### src/hdl/hrlf_pkg.sv
// Shared constants, types and the keyword table of the HTTP response length framer.
// No dependencies; every other file of the block refers to it by scoped names.
`timescale 1ns / 1ps

package hrlf_pkg;

   // default widths of the length value and of the byte counters
   localparam int DEF_VALUE_BITS = 31;
   localparam int DEF_COUNT_BITS = 24;

   // field widths of the channels
   localparam int BYTE_W   = 8;
   localparam int CFG_W    = 24;
   localparam int HDR_W    = 24;
   localparam int BODY_W   = 31;
   localparam int TOTAL_W  = 24;

   // reset value of the byte limit register
   localparam logic [CFG_W-1:0] MAX_RESPONSE_RESET = 24'd16384;

   // CR LF "content-length:" in lower case
   localparam int KEY_LEN = 17;
   localparam int KEY_W   = $clog2(KEY_LEN + 1);

   // byte codes
   localparam logic [BYTE_W-1:0] CHAR_CR    = 8'h0D;
   localparam logic [BYTE_W-1:0] CHAR_LF    = 8'h0A;
   localparam logic [BYTE_W-1:0] CHAR_SPACE = 8'h20;
   localparam logic [BYTE_W-1:0] CHAR_TAB   = 8'h09;
   localparam logic [BYTE_W-1:0] CHAR_ZERO  = 8'h30;
   localparam logic [BYTE_W-1:0] CHAR_NINE  = 8'h39;
   localparam logic [BYTE_W-1:0] CHAR_UPPER_A = 8'h41;
   localparam logic [BYTE_W-1:0] CHAR_UPPER_Z = 8'h5A;
   localparam logic [BYTE_W-1:0] CASE_OFFSET  = 8'h20;

   // result status codes
   localparam logic STATUS_DONE     = 1'b0;
   localparam logic STATUS_OVERFLOW = 1'b1;

   // one result beat
   typedef struct packed {
      logic               status;
      logic [HDR_W-1:0]   header_length;
      logic [BODY_W-1:0]  body_length;
      logic [TOTAL_W-1:0] total_length;
      logic               length_seen;
      logic               length_saturated;
   } result_type;

   // keyword character at a match position
   function automatic logic [BYTE_W-1:0] key_char(input logic [KEY_W-1:0] pos);
      logic [BYTE_W-1:0] c;
      case (pos)
         5'd0:    c = CHAR_CR;
         5'd1:    c = CHAR_LF;
         5'd2:    c = 8'h63; // c
         5'd3:    c = 8'h6F; // o
         5'd4:    c = 8'h6E; // n
         5'd5:    c = 8'h74; // t
         5'd6:    c = 8'h65; // e
         5'd7:    c = 8'h6E; // n
         5'd8:    c = 8'h74; // t
         5'd9:    c = 8'h2D; // -
         5'd10:   c = 8'h6C; // l
         5'd11:   c = 8'h65; // e
         5'd12:   c = 8'h6E; // n
         5'd13:   c = 8'h67; // g
         5'd14:   c = 8'h74; // t
         5'd15:   c = 8'h68; // h
         5'd16:   c = 8'h3A; // :
         default: c = CHAR_CR;
      endcase
      return c;
   endfunction

endpackage

### src/hdl/hrlf_channels.sv
// Handshake channel interfaces of the framer: received bytes, results and the limit register.
// Depends on hrlf_pkg for field widths and the result layout.
`timescale 1ns / 1ps

// received byte stream
interface hrlf_req_if;
   logic                        valid;
   logic                        ready;
   logic [hrlf_pkg::BYTE_W-1:0] rx_byte;
   modport source (output valid, output rx_byte, input ready);
   modport sink   (input valid, input rx_byte, output ready);
endinterface

// framing results
interface hrlf_rsp_if;
   logic                         valid;
   logic                         ready;
   logic                         status;
   logic [hrlf_pkg::HDR_W-1:0]   header_length;
   logic [hrlf_pkg::BODY_W-1:0]  body_length;
   logic [hrlf_pkg::TOTAL_W-1:0] total_length;
   logic                         length_seen;
   logic                         length_saturated;
   modport source (output valid, output status, output header_length, output body_length,
                   output total_length, output length_seen, output length_saturated,
                   input ready);
   modport sink   (input valid, input status, input header_length, input body_length,
                   input total_length, input length_seen, input length_saturated,
                   output ready);
endinterface

// byte limit register writes
interface hrlf_csr_if;
   logic                       valid;
   logic                       ready;
   logic [hrlf_pkg::CFG_W-1:0] max_response_bytes;
   modport source (output valid, output max_response_bytes, input ready);
   modport sink   (input valid, input max_response_bytes, output ready);
endinterface

### src/hdl/http_response_length_framer_unit.sv
// Top level of the HTTP response length framer: header scan, length decode and body count.
// Depends on hrlf_pkg and the channel interfaces in hrlf_channels.sv.
//
//  port     | dir | beat carries
//  ---------+-----+-----------------------------------------------------------
//  req_if   | in  | rx_byte: one received byte of the response stream
//  rsp_if   | out | status, header/body/total length, length_seen, saturated
//  csr_if   | in  | max_response_bytes: byte limit of one response
//
// One byte is taken every clock while the input is not stalled. A byte waits in the
// input register until it fires and then updates the scan state; its result (if any)
// is written into the result queue and shows at rsp_if once the results ahead of it are
// taken. Results queue in a two-entry buffer; input stalls only while both entries wait and rsp_if
// is not ready. Synchronous reset clears the scan state and the queue and loads
// the byte limit with its default.
`timescale 1ns / 1ps

module http_response_length_framer_unit #(
   parameter int VALUE_BITS = hrlf_pkg::DEF_VALUE_BITS,
   parameter int COUNT_BITS = hrlf_pkg::DEF_COUNT_BITS
) (
   input logic        clock,
   input logic        reset,
   hrlf_req_if.sink   req_if,
   hrlf_rsp_if.source rsp_if,
   hrlf_csr_if.sink   csr_if
);

   localparam int LIM_W  = 33;
   localparam int SUM_W  = ((VALUE_BITS > COUNT_BITS) ? VALUE_BITS : COUNT_BITS) + 1;
   localparam int MUL_W  = VALUE_BITS + 4;
   localparam int WIDE_W = 64;
   localparam logic [LIM_W-1:0] COUNT_MAX = (LIM_W'(1) << COUNT_BITS) - LIM_W'(1);

   typedef enum logic [1:0] {
      PHASE_KEY,
      PHASE_BLANK,
      PHASE_DIGITS,
      PHASE_DONE
   } phase_type;

   // input register
   logic                        in_valid_ff;
   logic [hrlf_pkg::BYTE_W-1:0] in_byte_ff;

   // byte limit
   logic [hrlf_pkg::CFG_W-1:0] max_bytes_ff;

   // scan state
   logic                       in_body_ff,   in_body_in;
   logic [1:0]                 term_ff,      term_in;
   logic [hrlf_pkg::KEY_W-1:0] key_ff,       key_in;
   phase_type                  phase_ff,     phase_in;
   logic [VALUE_BITS-1:0]      value_ff,     value_in;
   logic [COUNT_BITS-1:0]      hdr_cnt_ff,   hdr_cnt_in;
   logic [COUNT_BITS-1:0]      byte_cnt_ff,  byte_cnt_in;
   logic                       seen_ff,      seen_in;
   logic                       sat_ff,       sat_in;

   // result queue
   hrlf_pkg::result_type slot0_ff, slot1_ff;
   logic [1:0]           count_ff;

   // step signals
   logic                        fire;
   logic                        pop;
   logic                        res_valid;
   hrlf_pkg::result_type        res;
   logic [hrlf_pkg::BYTE_W-1:0] b;
   logic [hrlf_pkg::BYTE_W-1:0] folded;
   logic [hrlf_pkg::KEY_W-1:0]  key_pos;
   logic                        is_digit;
   logic [3:0]                  digit;
   logic [MUL_W-1:0]            value_ext;
   logic [MUL_W-1:0]            value_mul;
   logic [LIM_W-1:0]            limit;
   logic [SUM_W-1:0]            total_sum;
   logic [WIDE_W-1:0]           hdr_wide;
   logic [WIDE_W-1:0]           value_wide;
   logic [WIDE_W-1:0]           total_wide;
   logic [WIDE_W-1:0]           cnt_wide;

   // handshakes
   assign pop          = (count_ff != 2'd0) && rsp_if.ready;
   assign fire         = in_valid_ff && ((count_ff != 2'd2) || pop);
   assign req_if.ready = !in_valid_ff || fire;
   assign csr_if.ready = 1'b1;

   // effective limit, capped at the counter range
   always_comb begin
      limit = LIM_W'(max_bytes_ff);
      if (limit > COUNT_MAX) limit = COUNT_MAX;
   end

   // byte decode
   assign b        = in_byte_ff;
   assign folded   = ((b >= hrlf_pkg::CHAR_UPPER_A) && (b <= hrlf_pkg::CHAR_UPPER_Z)) ?
                     (b + hrlf_pkg::CASE_OFFSET) : b;
   assign key_pos  = (key_ff < hrlf_pkg::KEY_W'(hrlf_pkg::KEY_LEN)) ? key_ff : '0;
   assign is_digit = (b >= hrlf_pkg::CHAR_ZERO) && (b <= hrlf_pkg::CHAR_NINE);
   assign digit    = 4'(b - hrlf_pkg::CHAR_ZERO);

   // value * 10 + digit; any of the top four bits set means saturation
   assign value_ext = MUL_W'(value_ff);
   assign value_mul = (value_ext << 3) + (value_ext << 1) + MUL_W'(digit);

   // one byte of scan
   always_comb begin
      in_body_in  = in_body_ff;
      term_in     = term_ff;
      key_in      = key_ff;
      phase_in    = phase_ff;
      value_in    = value_ff;
      hdr_cnt_in  = hdr_cnt_ff;
      byte_cnt_in = byte_cnt_ff;
      seen_in     = seen_ff;
      sat_in      = sat_ff;
      res_valid   = 1'b0;
      res         = '0;
      total_sum   = '0;
      hdr_wide    = '0;
      value_wide  = '0;
      total_wide  = '0;
      cnt_wide    = '0;

      if (fire) begin
         if (LIM_W'(byte_cnt_ff) >= limit) begin
            // limit reached: report and drop this byte
            hdr_wide  = WIDE_W'(hdr_cnt_ff);
            value_wide = WIDE_W'(value_ff);
            cnt_wide  = WIDE_W'(byte_cnt_ff);
            res_valid = 1'b1;
            res.status           = hrlf_pkg::STATUS_OVERFLOW;
            res.header_length    = hdr_wide[hrlf_pkg::HDR_W-1:0];
            res.body_length      = value_wide[hrlf_pkg::BODY_W-1:0];
            res.total_length     = cnt_wide[hrlf_pkg::TOTAL_W-1:0];
            res.length_seen      = seen_ff;
            res.length_saturated = sat_ff;
         end else begin
            byte_cnt_in = byte_cnt_ff + COUNT_BITS'(1);

            if (!in_body_ff) begin
               // keyword match and value decode
               case (phase_ff)
                  PHASE_KEY: begin
                     if (folded == hrlf_pkg::key_char(key_pos)) begin
                        if (key_pos == hrlf_pkg::KEY_W'(hrlf_pkg::KEY_LEN - 1)) begin
                           key_in   = '0;
                           phase_in = PHASE_BLANK;
                           seen_in  = 1'b1;
                        end else begin
                           key_in = key_pos + hrlf_pkg::KEY_W'(1);
                        end
                     end else begin
                        key_in = (b == hrlf_pkg::CHAR_CR) ? hrlf_pkg::KEY_W'(1) : '0;
                     end
                  end
                  PHASE_BLANK, PHASE_DIGITS: begin
                     if ((phase_ff == PHASE_BLANK) &&
                         ((b == hrlf_pkg::CHAR_SPACE) || (b == hrlf_pkg::CHAR_TAB))) begin
                        phase_in = PHASE_BLANK;
                     end else if (is_digit) begin
                        phase_in = PHASE_DIGITS;
                        if (value_mul[MUL_W-1 -: 4] != 4'd0) begin
                           value_in = '1;
                           sat_in   = 1'b1;
                        end else begin
                           value_in = value_mul[VALUE_BITS-1:0];
                        end
                     end else begin
                        phase_in = PHASE_DONE;
                     end
                  end
                  default: begin
                     phase_in = phase_ff;
                  end
               endcase

               // CR LF CR LF search
               if (b == (term_ff[0] ? hrlf_pkg::CHAR_LF : hrlf_pkg::CHAR_CR)) begin
                  if (term_ff == 2'd3) begin
                     term_in    = 2'd0;
                     in_body_in = 1'b1;
                     hdr_cnt_in = byte_cnt_in;
                  end else begin
                     term_in = term_ff + 2'd1;
                  end
               end else begin
                  term_in = (b == hrlf_pkg::CHAR_CR) ? 2'd1 : 2'd0;
               end
            end

            // body complete check
            if (in_body_in) begin
               total_sum = SUM_W'(hdr_cnt_in) + SUM_W'(value_in);
               if (SUM_W'(byte_cnt_in) >= total_sum) begin
                  hdr_wide   = WIDE_W'(hdr_cnt_in);
                  value_wide = WIDE_W'(value_in);
                  total_wide = WIDE_W'(total_sum);
                  res_valid  = 1'b1;
                  res.status           = hrlf_pkg::STATUS_DONE;
                  res.header_length    = hdr_wide[hrlf_pkg::HDR_W-1:0];
                  res.body_length      = value_wide[hrlf_pkg::BODY_W-1:0];
                  res.total_length     = total_wide[hrlf_pkg::TOTAL_W-1:0];
                  res.length_seen      = seen_in;
                  res.length_saturated = sat_in;
               end
            end
         end

         // any result starts a new response
         if (res_valid) begin
            in_body_in  = 1'b0;
            term_in     = 2'd0;
            key_in      = '0;
            phase_in    = PHASE_KEY;
            value_in    = '0;
            hdr_cnt_in  = '0;
            byte_cnt_in = '0;
            seen_in     = 1'b0;
            sat_in      = 1'b0;
         end
      end
   end

   // input register and byte limit
   always_ff @(posedge clock) begin
      if (reset) begin
         in_valid_ff  <= 1'b0;
         max_bytes_ff <= hrlf_pkg::MAX_RESPONSE_RESET;
      end else begin
         if (req_if.valid && req_if.ready) begin
            in_valid_ff <= 1'b1;
         end else if (fire) begin
            in_valid_ff <= 1'b0;
         end
         if (csr_if.valid) begin
            max_bytes_ff <= csr_if.max_response_bytes;
         end
      end
      if (req_if.valid && req_if.ready) begin
         in_byte_ff <= req_if.rx_byte;
      end
   end

   // scan state
   always_ff @(posedge clock) begin
      if (reset) begin
         in_body_ff  <= 1'b0;
         term_ff     <= 2'd0;
         key_ff      <= '0;
         phase_ff    <= PHASE_KEY;
         value_ff    <= '0;
         hdr_cnt_ff  <= '0;
         byte_cnt_ff <= '0;
         seen_ff     <= 1'b0;
         sat_ff      <= 1'b0;
      end else begin
         in_body_ff  <= in_body_in;
         term_ff     <= term_in;
         key_ff      <= key_in;
         phase_ff    <= phase_in;
         value_ff    <= value_in;
         hdr_cnt_ff  <= hdr_cnt_in;
         byte_cnt_ff <= byte_cnt_in;
         seen_ff     <= seen_in;
         sat_ff      <= sat_in;
      end
   end

   // two-entry result queue, slot0 is the head
   always_ff @(posedge clock) begin
      if (reset) begin
         count_ff <= 2'd0;
      end else begin
         count_ff <= count_ff + {1'b0, res_valid} - {1'b0, pop};
      end
      if (pop) begin
         if (count_ff == 2'd2) begin
            slot0_ff <= slot1_ff;
            if (res_valid) slot1_ff <= res;
         end else if (res_valid) begin
            slot0_ff <= res;
         end
      end else if (res_valid) begin
         if (count_ff == 2'd0) slot0_ff <= res;
         else slot1_ff <= res;
      end
   end

   // result port
   assign rsp_if.valid            = (count_ff != 2'd0);
   assign rsp_if.status           = slot0_ff.status;
   assign rsp_if.header_length    = slot0_ff.header_length;
   assign rsp_if.body_length      = slot0_ff.body_length;
   assign rsp_if.total_length     = slot0_ff.total_length;
   assign rsp_if.length_seen      = slot0_ff.length_seen;
   assign rsp_if.length_saturated = slot0_ff.length_saturated;

endmodule
### src/flat_wrapper.sv
// flat-port wrapper written by rule: the top's interface ports become plain ports
module http_response_length_framer_unit_flat 
#(
   parameter int VALUE_BITS = hrlf_pkg::DEF_VALUE_BITS,
   parameter int COUNT_BITS = hrlf_pkg::DEF_COUNT_BITS
)
  (clock, reset, req_if_valid, req_if_rx_byte, req_if_ready, rsp_if_valid, rsp_if_status, rsp_if_header_length, rsp_if_body_length, rsp_if_total_length, rsp_if_length_seen, rsp_if_length_saturated, rsp_if_ready, csr_if_valid, csr_if_max_response_bytes, csr_if_ready);
  hrlf_req_if req_if_i ();
  hrlf_rsp_if rsp_if_i ();
  hrlf_csr_if csr_if_i ();
  input logic clock;
  input logic reset;
  input wire logic [$bits(req_if_i.valid)-1:0] req_if_valid;
  input wire logic [$bits(req_if_i.rx_byte)-1:0] req_if_rx_byte;
  output wire logic [$bits(req_if_i.ready)-1:0] req_if_ready;
  output wire logic [$bits(rsp_if_i.valid)-1:0] rsp_if_valid;
  output wire logic [$bits(rsp_if_i.status)-1:0] rsp_if_status;
  output wire logic [$bits(rsp_if_i.header_length)-1:0] rsp_if_header_length;
  output wire logic [$bits(rsp_if_i.body_length)-1:0] rsp_if_body_length;
  output wire logic [$bits(rsp_if_i.total_length)-1:0] rsp_if_total_length;
  output wire logic [$bits(rsp_if_i.length_seen)-1:0] rsp_if_length_seen;
  output wire logic [$bits(rsp_if_i.length_saturated)-1:0] rsp_if_length_saturated;
  input wire logic [$bits(rsp_if_i.ready)-1:0] rsp_if_ready;
  input wire logic [$bits(csr_if_i.valid)-1:0] csr_if_valid;
  input wire logic [$bits(csr_if_i.max_response_bytes)-1:0] csr_if_max_response_bytes;
  output wire logic [$bits(csr_if_i.ready)-1:0] csr_if_ready;
  assign req_if_i.valid = req_if_valid;
  assign req_if_i.rx_byte = req_if_rx_byte;
  assign req_if_ready = req_if_i.ready;
  assign rsp_if_valid = rsp_if_i.valid;
  assign rsp_if_status = rsp_if_i.status;
  assign rsp_if_header_length = rsp_if_i.header_length;
  assign rsp_if_body_length = rsp_if_i.body_length;
  assign rsp_if_total_length = rsp_if_i.total_length;
  assign rsp_if_length_seen = rsp_if_i.length_seen;
  assign rsp_if_length_saturated = rsp_if_i.length_saturated;
  assign rsp_if_i.ready = rsp_if_ready;
  assign csr_if_i.valid = csr_if_valid;
  assign csr_if_i.max_response_bytes = csr_if_max_response_bytes;
  assign csr_if_ready = csr_if_i.ready;
  http_response_length_framer_unit #(.VALUE_BITS(VALUE_BITS), .COUNT_BITS(COUNT_BITS)) u_core (.clock(clock), .reset(reset), .req_if(req_if_i), .rsp_if(rsp_if_i), .csr_if(csr_if_i));
endmodule
### config.mk
export PLATFORM = sky130hd
export DESIGN_NAME = http_response_length_framer_unit_flat
export DESIGN_NICKNAME = d
export VERILOG_FILES = /design/src/hdl/hrlf_pkg.sv /design/src/hdl/hrlf_channels.sv /design/src/hdl/http_response_length_framer_unit.sv /design/src/flat_wrapper.sv
export SDC_FILE = /design/constraint.sdc
export NUM_CORES = 1
export LEC_CHECK = 0
export ABC_CLOCK_PERIOD_IN_PS = 15400
export BUFFER_PORTS_ARGS = -buffer_cell sky130_fd_sc_hd__buf_4
export CAP_MARGIN = 20
export CORE_AREA = 2 2 187 189
export DETAILED_ROUTE_END_ITERATION = 8
export DIE_AREA = 0 0 189 191
export PLACE_DENSITY = 0.78
export SLEW_MARGIN = 30
export SYNTH_ARGS = -nofsm -noshare
export SYNTH_HDL_FRONTEND = slang
export SYNTH_SLANG_ARGS = --single-unit
### constraint.sdc
create_clock -name clock -period 15.4 [get_ports clock]
set_clock_uncertainty 0.1 [all_clocks]
set_input_delay 1.54 -clock clock [delete_from_list [all_inputs] [get_ports clock]]
set_output_delay 1.54 -clock clock [all_outputs]
set_load 0.005 [all_outputs]
; ---- After elaboration in Yosys (flattened, before gate mapping)
; Memories as Yosys holds them, arrays and structs flattened.
; Cells that the tools add are included.
[totals]
mem_bits_ro = 224
inputBits = 37
regBits = 290
n_memories = 1
out_inout_bits = 85
wordCells = 173
[op_classes]
n_reduce_logical = 27
mux = 86
n_addsub = 10
n_eq_ne = 17
n_lt_le_gt_ge = 7
[mem_list]
columns = memory, words, word_bits, rd, rd_clocked_by_memory_dff, write_ports, line
row1 = (no name shown), 32, 7, 1, 0, 0, hrlf_pkg.sv:53  ; case (pos)
[ops]
columns = operator, n
row1 = two-way mux 82 bit, 12
row2 = two-way mux 31 bit, 9
row3 = two-way mux 24 bit, 9
row4 = two-way mux 81 bit, 1
row5 = two-way mux 8 bit, 5
row6 = adder 34 x 32 -> 35 bit, 1
row7 = adder 35 x 4 -> 35 bit, 1
row8 = two-way mux 5 bit, 7
row9 = adder 24 x 31 -> 32 bit, 1
row10 = >= comparator 24 x 32 -> 1 bit, 1
row11 = two-way mux 1 bit, 30
row12 = adder 24 x 1 -> 24 bit (second input constant), 1
row13 = >= comparator 24 bit, 1
row14 = two-way mux 2 bit, 11
row15 = equality test 8 x 4 -> 1 bit (second input constant), 2
row16 = nonzero test 2 bit, 6
row17 = AND reduction 3 bit, 3
row18 = adder 8 x 6 -> 8 bit (second input constant), 1
row19 = equality test 8 x 4 -> 1 bit, 1
row20 = equality test 8 x 6 -> 1 bit (second input constant), 1
row21 = equality test 8 bit, 1
row22 = >= comparator 8 x 6 -> 1 bit (second input constant), 1
row23 = >= comparator 8 x 7 -> 1 bit (second input constant), 1
row24 = less-or-equal comparator 8 x 6 -> 1 bit (second input constant), 1
row25 = other kinds (25), 39

; ---- Depth between registers and ports, before layout
[logic_depth]
word_depth = 20
ltp_mapped = 44
mapped_depth_nobuf = 41

; ---- Worst setup path before layout
; Ideal clock, no wire load.
[synth_path]
path_kind = reg2reg
start = register u_core.in_byte_ff (netlist bit u_core.b[3])
end = register u_core.slot1_ff[0] (netlist name), enable pin
arrival_time_ps = 13346
required_ps = 14656
path_stages_with_launch = 37
setup_ps = 644
setup_slack_ps = 1310
cell_sequence = edfxtp_1 -> fa_1 -> inv_1 -> fa_1 -> nand2b_1 -> a21oi_1 -> o211ai_1 -> nand2_1 -> and4_1 -> mux2i_2 -> nor3_1 -> clkbuf_1 -> a21oi_1 -> ha_1 -> inv_1 -> fa_1 -> nor2b_1 -> o21ai_0 -> a21boi_0 -> o31a_1 -> o21ai_0 -> o21ai_0 -> and2_1 -> o21ai_0 -> nand2b_1 -> xnor2_1 -> ha_1 -> and3_1 -> nand3_1 -> a2111oi_0 -> o22ai_1 -> nor4_4 -> a21oi_2 -> nand2b_1 -> buf_2 -> clkbuf_1 -> a211oi_1
[synth_between]
elab_chain_cells = 18
elab_cells_between_ends = 34
[synth_lines]
columns = element, line
row1 = start: declaration, http_response_length_framer_unit.sv:44  ; logic [hrlf_pkg::BYTE_W-1:0] in_byte_ff;
row2 = start signal: assignment, http_response_length_framer_unit.sv:242  ; in_byte_ff <= req_if.rx_byte;
row3 = subtractor 4 x 1 -> 4 bit, http_response_length_framer_unit.sv:101  ; assign digit = 4'(b - hrlf_pkg::CHAR_ZERO);
row4 = adder 35 x 4 -> 35 bit, http_response_length_framer_unit.sv:105  ; assign value_mul = (value_ext << 3) + (value_ext << 1) + MUL_W'(digit);
row5 = nonzero test 4 bit, http_response_length_framer_unit.sv:164  ; if (value_mul[MUL_W-1 -: 4] != 4'd0) begin
row6 = two-way mux 31 bit, http_response_length_framer_unit.sv:164
row7 = two-way mux 31 bit, http_response_length_framer_unit.sv:162  ; end else if (is_digit) begin
row8 = two-way mux 31 bit, http_response_length_framer_unit.sv:159  ; if ((phase_ff == PHASE_BLANK) &&
row9 = two-way mux 31 bit, http_response_length_framer_unit.sv:144  ; case (phase_ff)
row10 = two-way mux 31 bit, http_response_length_framer_unit.sv:142  ; if (!in_body_ff) begin
row11 = two-way mux 31 bit, http_response_length_framer_unit.sv:127  ; if (LIM_W'(byte_cnt_ff) >= limit) begin
row12 = two-way mux 31 bit, http_response_length_framer_unit.sv:126  ; if (fire) begin
row13 = adder 24 x 31 -> 32 bit, http_response_length_framer_unit.sv:195  ; total_sum = SUM_W'(hdr_cnt_in) + SUM_W'(value_in);
row14 = >= comparator 24 x 32 -> 1 bit, http_response_length_framer_unit.sv:196  ; if (SUM_W'(byte_cnt_in) >= total_sum) begin
row15 = two-way mux 1 bit, http_response_length_framer_unit.sv:196
row16 = two-way mux 1 bit (*), http_response_length_framer_unit.sv:194  ; if (in_body_in) begin
row17 = two-way mux 1 bit (*), http_response_length_framer_unit.sv:127
row18 = two-way mux 1 bit (*) (2 in a row), http_response_length_framer_unit.sv:126
row19 = AND reduction 3 bit (no line) (*), -
row20 = end signal: assignment, http_response_length_framer_unit.sv:281  ; if (res_valid) slot1_ff <= res;
row21 = end signal: assignment, http_response_length_framer_unit.sv:287  ; else slot1_ff <= res;
row22 = end: declaration, http_response_length_framer_unit.sv:61  ; hrlf_pkg::result_type slot0_ff, slot1_ff;
; Every way passes the cells marked *; elsewhere a longest branch is shown, timed or not. The select of a mux whose other input is x is not followed.
; A chain may end at the register's enable or synchronous reset.

; ---- Worst setup path in the final report
[layout_path]
start = register u_core.in_byte_ff (netlist bit u_core.b[3])
end = register u_core.slot1_ff[49] (netlist name), enable pin
; Same word-level chain as after synthesis.

==> reports/qor.yml <==
outcome:
  status: "complete, no violations"
hold_path:
  holdPathEnd: "u_core.hdr_cnt_ff[9]$_SDFFE_PP0P_"
  hold_depth: 2
  hp-start: "u_core.hdr_cnt_ff[9]$_SDFFE_PP0P_"
  hold_class: "reg -> reg"
synth:
  synth.distinct_cells: 80
  syn_nets: 2210
  synth_warnings: 0
  syn-cell-area_sq_mm: 0.0186
  yosysSeqAreaShare: 0.405
  synth_area_leaders: "edfxtp_1 (28%), dfxtp_1 (13%), ha_1 (10%), a21oi_1 (4.9%), nand2_1 (4.6%)"
  yosysTopAreaCell: "edfxtp_1"
  syn_avg_cell_area_sq_um: 9.19
  synthTopCellsByCount: "nand2_1 (229), nor2_1 (223), a21oi_1 (182), edfxtp_1 (172), ha_1 (148)"
  netlist_instances: 2022
  synth_flop_cell: "edfxtp_1"
  synth_most_common_cell: "nand2_1"
  synth_edf_count: 172
  yosysTopAreaCellShare: 0.278
  ys_ff_latch: 290
  async_flop_share: 0
critical_path:
  cp_max_fo: 69
  crit_path_top_delay_cell: "a211oi_4"
  worstSetupEndpointType: "flop"
  required_ns: 15.50
  r2r_slack_ns: 4.90
  startpoint: "u_core.b[3]$_DFFE_PP_"
  worstSetupPathType: "reg -> reg"
  worstSetupStartpointType: "flop"
  r2r_cells: 34
  timing.rr.end: "u_core.slot1_ff[49]$_DFFE_PP_"
  arrival_ns: 10.60
  slowest_delay_ns: 0.98
  crit_top_cell: "o21ai_0"
  r2r-start: "u_core.b[3]$_DFFE_PP_"
pwr:
  power.density_mw_per_mm2: 86.8
  power_leakage_nw: 7.95
  power_mw: 1.81
  p_int_mw: 1.41
  p_switching_uw: 405
  power.share.clock: 0.466
  swShare: 0.224
  ir_drop_mv: 0.0675
  comb_power_share: 0.065
  seqPwrFrac: 0.469
clock_network:
  cts_buffers: 31
  cts-root-buf: "clkbuf_16"
  cts.repair.resized: 0
  cts_hold_buf: 0
  cts_max_path_buffers: 3
  clk-insertion-delay-late_ns: 0.58
  htreeDepth: 1
  clkTransAtPathRegs_ns: 0.06
  clkSinkCount: 290
  tritoncts: "done"
  post_cts_buffers: 0
floorplan:
  design.core.area_sq_mm: 0.0341
  die_height_um: 191
  die-area_sq_mm: 0.0361
  chipWidth_um: 189
  ios: 122
  rows: 68
  start_util: 0.545
timing:
  worstMarginPinSlew_ns: 0.984
  hold_viol_final: 0
  period_needed_ns: 10.50
  maxSlewHeadroom: 0.342
  setup_viol: 0
  fmax_mhz: 95.3
  slew_violations: 0
  finalSetupTns_ns: 0
  rsz0062_at_grt: "no"
  fin_crit_sh: 0.682
cells_and_area:
  areaGrowthSynthToFinish_pct: 12.3
  stdcell_area_sq_mm: 0.0209
  final_nets: 2251
  final_util: 0.611
  drive_gt1_frac: 0.135
  n_antenna_cell: 0
  fillers: 2798
grt:
  antenna_found_initial: 0
  grt_pass1_vias: 14700
  grt_max_degree: 101
  grt_pass1_wl_um: 77200
  grt.total_usage: 0.264
  overflow: 0
job:
  maxCapViolCount: 0
route:
  vias: 15500
  post_drt_wl_per_cell_um: 19.2
  dr.first_iter.drc_count: 1535
  drt-vias-per-instance: 6.08
  firstDrtPassIters: 5
  wirelength_um: 48700
  drc: 0
  antenna_left: 0
placed_design:
  dp_hpwl_um: 34900
  placed_area_sq_mm: 0.0197
  gp_congestion: 0.945
  numPortBuffers: 120
==> registers in the layout, summed over array words and instances, names as in the netlist, 8 cells and up <==
name / cells
u_core.b: 8
u_core.byte_cnt_ff: 24
u_core.hdr_cnt_ff: 24
u_core.max_bytes_ff: 24
u_core.rsp_if.body_length: 31
u_core.rsp_if.header_length: 24
u_core.rsp_if.total_length: 24
u_core.slot1_ff: 82
u_core.value_ff: 31
==> power groups by stage <==
stage	clock, mW	combinational (mW)	sequential (mW)
finish	0.843	0.118	0.849
global route	0.882	0.129	0.850
CTS	0.850	0.118	0.848
detailed placement	0	0.117	0.865
global placement	0	0.114	0.865
floorplan	0	0.0730	0.867
==> area by class of cell <==
cell class	instances	area, sq um	share of cell area
clock buffer	37	808	0.0388
clock inverter	20	338	0.0162
inverter	67	251	0.0121
multi-input combinational	1539	10300	0.496
sequential	290	7530	0.361
tap	455	569	0.0273
timing repair buffer	134	1010	0.0484
==> worst max-delay path: cells and delay by family (launching register included) <==
| family | cells | cell delay [ns] |
|---|---|---|
| DFF | 1 | 0.57 |
| and+or+nand+nor | 11 | 2.64 |
| muxes | 1 | 0.15 |
| adders and majority gates | 5 | 1.82 |
| buffers and inverters | 3 | 0.90 |
| xor gates and xnor gates | 1 | 0.15 |
| AOI/OAI and AO/OA | 13 | 3.67 |
==> stage by stage <==
step / std cells / setup WS, ns / hold slack [ns]
after floorplan: 2022 / 1.31 / 0.342
after global placement: 2485 / 5.30 / 0.349
after detailed placement: 2485 / 5.06 / 0.358
after CTS: 2542 / 5.05 / 0.366
after global routing: 2542 / 4.06 / 0.385
final: 2542 / 4.90 / 0.367
==> cells in the final DEF (no fill, tap or decap), drive strengths merged, types with 76 or more instances in the layout <==
cell type	instances
o31ai	79
a21oi	188
buf	134
mux2i	76
nand2	229
ha	148
nand3	96
dfxtp	118
nor2	223
edfxtp	172
==> logic make-up (layout without fill, tap and decap cells) <==
family	after synthesis	count (layout)	share of synthesized area
AO/OA/AOI/OAI	485	485	0.176
AND/OR/NAND/NOR	714	714	0.175
adder cells (fa/ha/maj)	151	151	0.103
flip-flops	290	290	0.405
buffers and inverters	193	258	0.0426
other	1	1	0.000202
XOR/XNOR	82	82	0.0387
multiplexers	106	106	0.0593
==> worst max path at each step <==
stage                               endpoint  slack (ns)  cells past startpoint
2_1_floorplan   u_core.slot1_ff[0]$_DFFE_PP_        1.31                     36
3_3_place_gp   u_core.slot1_ff[46]$_DFFE_PP_        5.30                     34
3_5_place_dp   u_core.slot1_ff[49]$_DFFE_PP_        5.06                     34
4_1_cts        u_core.slot1_ff[43]$_DFFE_PP_        5.05                     34
5_1_grt        u_core.slot1_ff[55]$_DFFE_PP_        4.06                     34
6_report       u_core.slot1_ff[49]$_DFFE_PP_        4.90                     34
==> layer usage <==
layer / up-vias / part of all wire / track usage
met5: - / 0 / 0
met4: 0 / 0.044 / 0.120
met3: 110 / 0.060 / 0.0305
met2: 589 / 0.47 / 0.443
met1: 7367 / 0.42 / 0.344
li1: 7396 / - / -
Note: power is estimated with default switching activity, not from simulation.
